[src/rtl/core/lis_pkg.sv]
// ============================================================================
// lis_pkg
// Shared types and constants for the longest increasing subsequence unit.
// ============================================================================
package lis_pkg;

  localparam int VALUE_W  = 32;
  localparam int LENGTH_W = 11;

  // Controller to datapath
  typedef struct packed {
    logic start;   // input transaction accepted, load key and search bounds
    logic step;    // one search step on the tail returned by the memory
    logic update;  // write the tail, update length, emit result on last
  } lis_cmd_t;

  // Datapath to controller
  typedef struct packed {
    logic empty;        // table holds no tails, search is trivial
    logic search_done;  // bounds meet after the current step
    logic is_last;      // captured item closes the sequence
    logic out_free;     // result register can take a new result this cycle
  } lis_status_t;

endpackage

[src/rtl/core/lis_ctrl.sv]
// ============================================================================
// lis_ctrl
// Sequencer: accept, binary search steps, table update.
// ============================================================================
module lis_ctrl (
  input  logic                 clk,
  input  logic                 rst,
  input  logic                 in_valid,
  output logic                 in_stall,
  input  lis_pkg::lis_status_t stat,
  output lis_pkg::lis_cmd_t    cmd
);
  import lis_pkg::*;

  typedef enum logic [1:0] {
    ST_IDLE,
    ST_SEARCH,
    ST_UPDATE
  } state_t;

  state_t state;

  always_comb begin
    cmd.start  = (state == ST_IDLE) && in_valid;
    cmd.step   = (state == ST_SEARCH);
    // hold in update while a closing result cannot be stored
    cmd.update = (state == ST_UPDATE) && (!stat.is_last || stat.out_free);
  end

  always_ff @(posedge clk) begin
    if (rst) begin
      state    <= ST_IDLE;
      in_stall <= 1'b0;
    end else begin
      case (state)
        ST_IDLE: begin
          if (in_valid) begin
            state    <= stat.empty ? ST_UPDATE : ST_SEARCH;
            in_stall <= 1'b1;
          end
        end
        ST_SEARCH: begin
          if (stat.search_done) begin
            state <= ST_UPDATE;
          end
        end
        ST_UPDATE: begin
          if (cmd.update) begin
            state    <= ST_IDLE;
            in_stall <= 1'b0;
          end
        end
        default: begin
          state    <= ST_IDLE;
          in_stall <= 1'b0;
        end
      endcase
    end
  end

endmodule

[config.mk]
export PLATFORM = sky130hd
export DESIGN_NAME = lis_ctrl
export DESIGN_NICKNAME = d
export VERILOG_FILES = /design/src/rtl/core/lis_pkg.sv /design/src/rtl/core/lis_ctrl.sv
export SDC_FILE = /design/constraint.sdc
export NUM_CORES = 1
export LEC_CHECK = 0
export BUFFER_PORTS_ARGS = -buffer_cell sky130_fd_sc_hd__buf_2
export CAP_MARGIN = 20
export CORE_AREA = 5 5 42 44
export CTS_CLUSTER_SIZE = 12
export DETAILED_ROUTE_END_ITERATION = 7
export DIE_AREA = 0 0 47 49
export GPL_TIMING_DRIVEN = 0
export SLEW_MARGIN = 10
export SYNTH_ARGS = -nofsm -noshare
export SYNTH_HDL_FRONTEND = slang
export SYNTH_SLANG_ARGS = --single-unit
[constraint.sdc]
create_clock -name clk -period 1.3 [get_ports clk]
set_input_delay 0.065 -clock clk [delete_from_list [all_inputs] [get_ports clk]]
set_output_delay 0.065 -clock clk [all_outputs]
set_load 0.02 [all_outputs]
==> results of run 1 <==
layer usage:
layer	GRT usage (%)	vias to the layer above	routed length, um
met2	5.66	13	194
met4	2.76	0	0
met3	7.01	0	94
met5	0	-	0
li1	-	96	-
met1	6.58	79	233
worst paths after layout:
kind	start	to	slack [ns]
min reg2reg	state[1]	state[0]	0.60
min	rst	state[0]	0.02
max reg2reg	state[0]	state[0]	0.23
max	state[1]	cmd[0]	0.13
sequential cells by signal, summed over array words and instances (netlist names):
name / cells
in_stall: 1
state: 2
critical path, cell delays in order (launching register included):
cell,delay [ns]
sky130_fd_sc_hd__dfxtp_1,0.47
sky130_fd_sc_hd__nor3b_1,0.21
sky130_fd_sc_hd__buf_2,0.19
layout by cell type (no fill, tap or decap):
cell                        instances
sky130_fd_sc_hd__buf_2             10
sky130_fd_sc_hd__nor2b_1            3
sky130_fd_sc_hd__clkbuf_4           3
sky130_fd_sc_hd__dfxtp_1            3
sky130_fd_sc_hd__nand4bb_1          2
sky130_fd_sc_hd__nor3b_1            1
sky130_fd_sc_hd__nor3b_2            1
sky130_fd_sc_hd__or2b_1             1
sky130_fd_sc_hd__or3b_1             1
sky130_fd_sc_hd__a211oi_2           1
sky130_fd_sc_hd__nand3b_1           1
sky130_fd_sc_hd__a31oi_1            1
sky130_fd_sc_hd__nor4bb_1           1
sky130_fd_sc_hd__inv_1              1
sky130_fd_sc_hd__o31a_1             1
sky130_fd_sc_hd__clkbuf_1           1
cells by family after synthesis:
group	share of synthesized area [%]
buffers and inverters	2.07
DFF	33.1
AOI/OAI and AO/OA	15.2
and+or+nand+nor	49.7
layout make-up:
type / count / area [um2]
Fill cell: 173 / 1120
Tap cell: 16 / 20.0
Timing Repair Buffer: 10 / 50.0
Multi-Input combinational cell: 14 / 123
Sequential cell: 3 / 60.1
Inverter: 1 / 3.75
Clock buffer: 4 / 26.3
metrics by stage:
stage / cells / instance area, um2 / total power [W]
floorplan: 18 / 181 / 0.000145
global placement: 44 / 251 / 0.000170
detailed placement: 44 / 251 / 0.000171
CTS: 48 / 278 / 0.000345
global route: 48 / 283 / 0.000368
finish: 48 / 283 / 0.000340
power by group:
| group | internal [W] | switching, W |
|---|---|---|
| Clock | 0.000115 | 0.0000539 |
| Sequential | 0.0000997 | 0.0000104 |
| Combinational | 0.0000311 | 0.0000298 |
| Total | 0.000246 | 0.0000941 |
==> run metrics, run 1 <==
result of the run completed; Synth Area per Inst 10.1 um2; share of the cycle needed by the critical path after routing 90.0%; Max Cap Violations 0; maximum number of buffers from clock root to sink 2; kind of end point of the critical path primary output; total core area 1400 um2; Cell variety after synth 12; worst hold slack after final layout 0.0246 ns; number of cells traversed by the worst hold path 2; overall die area about 2300 um2; clock latency at the later pin of the worst-skew pair 0.24 ns; Crit Path Category flip-flop to primary output; Setup Slack @ Placement ~0.25 ns; Max rail drop VDD 0.750 mV; number of cell rows 14; Resize count post-CTS 0; Synth Cell Area 181 um2; CTS root buffer sky130_fd_sc_hd__clkbuf_4; effective utilization at floorplan 12.9%; Reg clk slew, reported paths 0.04 ns; number of vias after detailed routing 188; Post-CTS Repair Setup Buffers 0; unrepaired setup endpoints after global routing no; endpoint required time on the critical path 1.24 ns; first-pass GRT wire length ~870 um; initial antenna violation count 0; power per standard cell area 1200 nW/um2; worst r2r path cells 2; critical path arrival 1.11 ns; global routing usage summed across all routing layers about 5.6%; drt pass-1 iters 1; CTS tree built; DRC Markers 0; largest area contributor in the netlist sky130_fd_sc_hd__dfxtp_1; most used standard cells in the synthesized netlist 3 x sky130_fd_sc_hd__dfxtp_1, 3 x sky130_fd_sc_hd__nor2b_1, 2 x sky130_fd_sc_hd__nand4bb_1, 2 x sky130_fd_sc_hd__nor3b_1; final setup violation count 0; number of pins with negative max-slew slack in the final report 0; Area growth, synth to finish 55.9%; number of H-tree levels 1; clk sinks 3; post-DR vias/cell 3.92; Yosys warning total 0; number of buffer cells added on primary ports 10; post-route clock skew 0.00196 ns; die outline width 47 um; placed wire-length estimate between 300 and 400 um; via count of the first global-routing pass 202; hold bufs inserted after CTS 0; share of layout cells above drive strength 1 46.9%; detailed router's first-iteration violation count 0; number of standard cells after synthesis 18; Final Hold Viols 0; number of storage elements in the synthesis netlist 3; most used flip-flop cell after synthesis sky130_fd_sc_hd__dfxtp_1; Fmax achieved between 0.8 and 0.9 GHz; transition time of the tightest slew-check pin approximately 0.28 ns; global route total overflow 0; CTS buffer count 3; final weighted congestion in routability-driven placement 0.590; post-route antenna net violation count 0; mean routed wirelength per cell approximately 11 um; I/O pins 11; Final Critical Period approximately 1.2 ns; Chip Height 49 um; final WL 523 um; net total in the final layout 40; relative max-transition margin approximately four fifths; final design utilization 20.2%; worst hold path type input pin to flip-flop; launching element type of the critical path flip-flop; pin count of the biggest net entering global routing 10; largest fanout of any net on the critical path 8; synthesized netlist net count 25; Yosys top cell area share about a third; crit path setup slack, layout 0.129 ns; accumulated negative setup slack 0 ns; antenna cells 0; Synth async-reset ratio 0%; synth top area cells sky130_fd_sc_hd__dfxtp_1 33%, sky130_fd_sc_hd__nand4bb_1 12%, sky130_fd_sc_hd__nor2b_1 10%, sky130_fd_sc_hd__nor3b_1 8.3%, sky130_fd_sc_hd__a211oi_2 6.9%; count of flip-flops with a built-in enable after synthesis 0; leakage 0.122 nW; fraction of the yosys area taken by sequential cells 33.1%
Note: power is estimated with default switching activity, not from simulation.
==> run 2, diff against run 1 <==
--- a/config.mk
+++ b/config.mk
@@ -12,6 +12,7 @@
 export DETAILED_ROUTE_END_ITERATION = 7
 export DIE_AREA = 0 0 47 49
 export GPL_TIMING_DRIVEN = 0
+export PLACE_DENSITY_LB_ADDON = 0.08
 export SLEW_MARGIN = 10
 export SYNTH_ARGS = -nofsm -noshare
 export SYNTH_HDL_FRONTEND = slang
==> run 2 against run 1 <==
Effect of this change:
- via count unchanged
- sequential share of layout area unchanged
- setup slack worse by 0.020 ns
- cell count unchanged
- design area unchanged
- clock power down 7%
- core utilization unchanged
- routed wire length down 5.2%
- fmax down 1.6%
- count of clock-buffer cells in the layout unchanged
- largest power group unchanged
- highest routed layer unchanged
==> run metrics, run 2 (synthesis results as in run 1) <==
total core area 1400 um2 (unchanged); unrepaired setup endpoints after global routing no; commonest non-fill, non-tap cells in the layout 10 x sky130_fd_sc_hd__buf_2, 3 x sky130_fd_sc_hd__nor2b_1, 3 x sky130_fd_sc_hd__clkbuf_4, 3 x sky130_fd_sc_hd__dfxtp_1, 2 x sky130_fd_sc_hd__nand4bb_1; number of pins with negative max-slew slack in the final report 0 (unchanged); flip-flop count of the largest register, all copies and words added 2 (unchanged); I/O pins 11 (unchanged); end of the worst register-to-register path state[0]; Max rail drop VDD 0.425 mV (-43%); relative max-transition margin 80.7% (-0.32 points); result of the run completed; hold bufs inserted after CTS 0 (unchanged); Final Hold Viols 0 (unchanged); leakage 0.122 nW (unchanged); top cell family by delay on the critical path flip-flops; largest fanout of any net on the critical path 8 (unchanged); Max Cap Violations 0 (unchanged); number of H-tree levels 1 (unchanged); Worst Min Path Start rst; antenna cells 0 (unchanged); pin count of the biggest net entering global routing 10 (unchanged); kind of end point of the critical path primary output; share of layout cells above drive strength 1 46.9% (unchanged); post-route antenna net violation count 0 (unchanged); clk sinks 3 (unchanged); number of buffer cells added on primary ports 10 (unchanged); Buffers & Inverters on Critical Path 1 (unchanged); Crit Path Category flip-flop to primary output; drt pass-1 iters 2 (+1); mean routed wirelength per cell 10.3 um (-5.2%); Area growth, synth to finish 55.9% (unchanged); accumulated negative setup slack 0 ns (unchanged); final WL 496 um (-5.2%); launching element type of the critical path flip-flop; number of vias after detailed routing 188 (unchanged); worst-path cell with the longest stage delay sky130_fd_sc_hd__dfxtp_1; critical path arrival 1.13 ns (+0.02 ns); via count of the first global-routing pass 192 (-5.0%); post-DR vias/cell 3.92 (unchanged); delay of the slowest cell on the worst path 0.48 ns (about the same); overall die area 2300 um2 (unchanged); global route total overflow 0 (unchanged); worst setup path startpoint state[1]; net total in the final layout 40 (unchanged); effective utilization at floorplan 12.9% (unchanged); share of the cycle needed by the critical path after routing 91.6% (+1.5 points); most common cell after layout, fill and taps aside sky130_fd_sc_hd__buf_2; power per standard cell area 1160 nW/um2 (-3.6%); clock latency at the later pin of the worst-skew pair 0.23 ns (about the same); detailed router's first-iteration violation count 1 (+1); post-route clock skew 0.000338 ns (-0.00162 ns); Fmax achieved 0.840 GHz (-1.6%); maximum number of buffers from clock root to sink 2 (unchanged); setup slack of the most critical reg-to-reg path 0.23 ns (about the same); register with the most flip-flops state; final weighted congestion in routability-driven placement 0.693 (+17%); CTS buffer count 3 (unchanged); worst hold path type input pin to flip-flop; Reg clk slew, reported paths 0.03 ns (about the same); DRC Markers 0 (unchanged); final setup violation count 0 (unchanged); Final Critical Period 1.19 ns (+0.0196 ns); cell-by-cell trace of the critical path nor3b_1, buf_2; worst hold slack after final layout 0.0379 ns (+0.0133 ns); number of cell rows 14 (unchanged); transition time of the tightest slew-check pin 0.290 ns (+0.00482 ns); placed insts 44 (unchanged); worst r2r path cells 2 (unchanged); CTS tree built; first-pass GRT wire length 779 um (-10%); endpoint required time on the critical path 1.24 ns (about the same); post-layout instance count excluding filler cells 48 (unchanged); Stages on worst setup path 2 (unchanged); worst r2r src state[0]; Chip Height 49 um (unchanged); die outline width 47 um (unchanged); CTS root buffer sky130_fd_sc_hd__clkbuf_4; initial antenna violation count 0 (unchanged); Hold Crit Endpoint state[0]; global routing usage summed across all routing layers 5.28% (-0.35 points); biggest regs state x2, in_stall x1; number of cells traversed by the worst hold path 2 (unchanged); final design utilization 20.2% (unchanged)
-- run 2: cell counts in the layout (fill, tap and decap cells not counted) --
Identical to the previous run, type by type.
-- run 2: where the power goes --
group	switching [W]	internal (W)	leakage, nW
Clock	0.0000429	0.000115	0.0150
Sequential	0.00000996	0.0000999	0.0248
Combinational	0.0000297	0.0000311	0.0820
-- run 2: worst max path at each step --
stage                           to
after detailed placement  state[0]
after CTS                   cmd[2]
after floorplan           in_stall
after global placement    state[0]
after global routing        cmd[0]
final                       cmd[0]
-- run 2: worst reg2reg max path: stages (launching register included) --
cell and delay (ns):
sky130_fd_sc_hd__dfxtp_1 0.37, sky130_fd_sc_hd__or3b_1 0.41, sky130_fd_sc_hd__a211oi_2 0.21
-- run 2: what timing repair did --
action                     in CTS  in global routing
buffers inserted                0                  0
gates resized for setup         0                  1
setup endpoints to repair       0                  1
-- run 2: final cells by class --
| class | instances | area [um2] |
|---|---|---|
| fillers | 165 | 1120 |
| multi-input cells | 14 | 123 |
| flip-flops and latches | 3 | 60.1 |
| repair buffers | 10 | 50.0 |
| clock buffers | 4 | 26.3 |
| well taps | 16 | 20.0 |
| inverters | 1 | 3.75 |
-- run 2: per-stage QoR --
stage,total power (W),worst slack (ns),area (um2)
6_report,0.000328,0.110,283
5_1_grt,0.000358,0.0555,283
4_1_cts,0.000339,0.0669,278
3_5_place_dp,0.000172,0.231,251
3_3_place_gp,0.000171,0.226,251
2_1_floorplan,0.000145,0.0717,181
-- run 2: routing by layer --
layer	global-route usage, %	vias up	share of wire, %
li1	-	98	-
met4	6.91	0	0
met1	5.27	84	40
met2	6.11	6	50
met5	0	-	0
met3	3.32	0	9.9
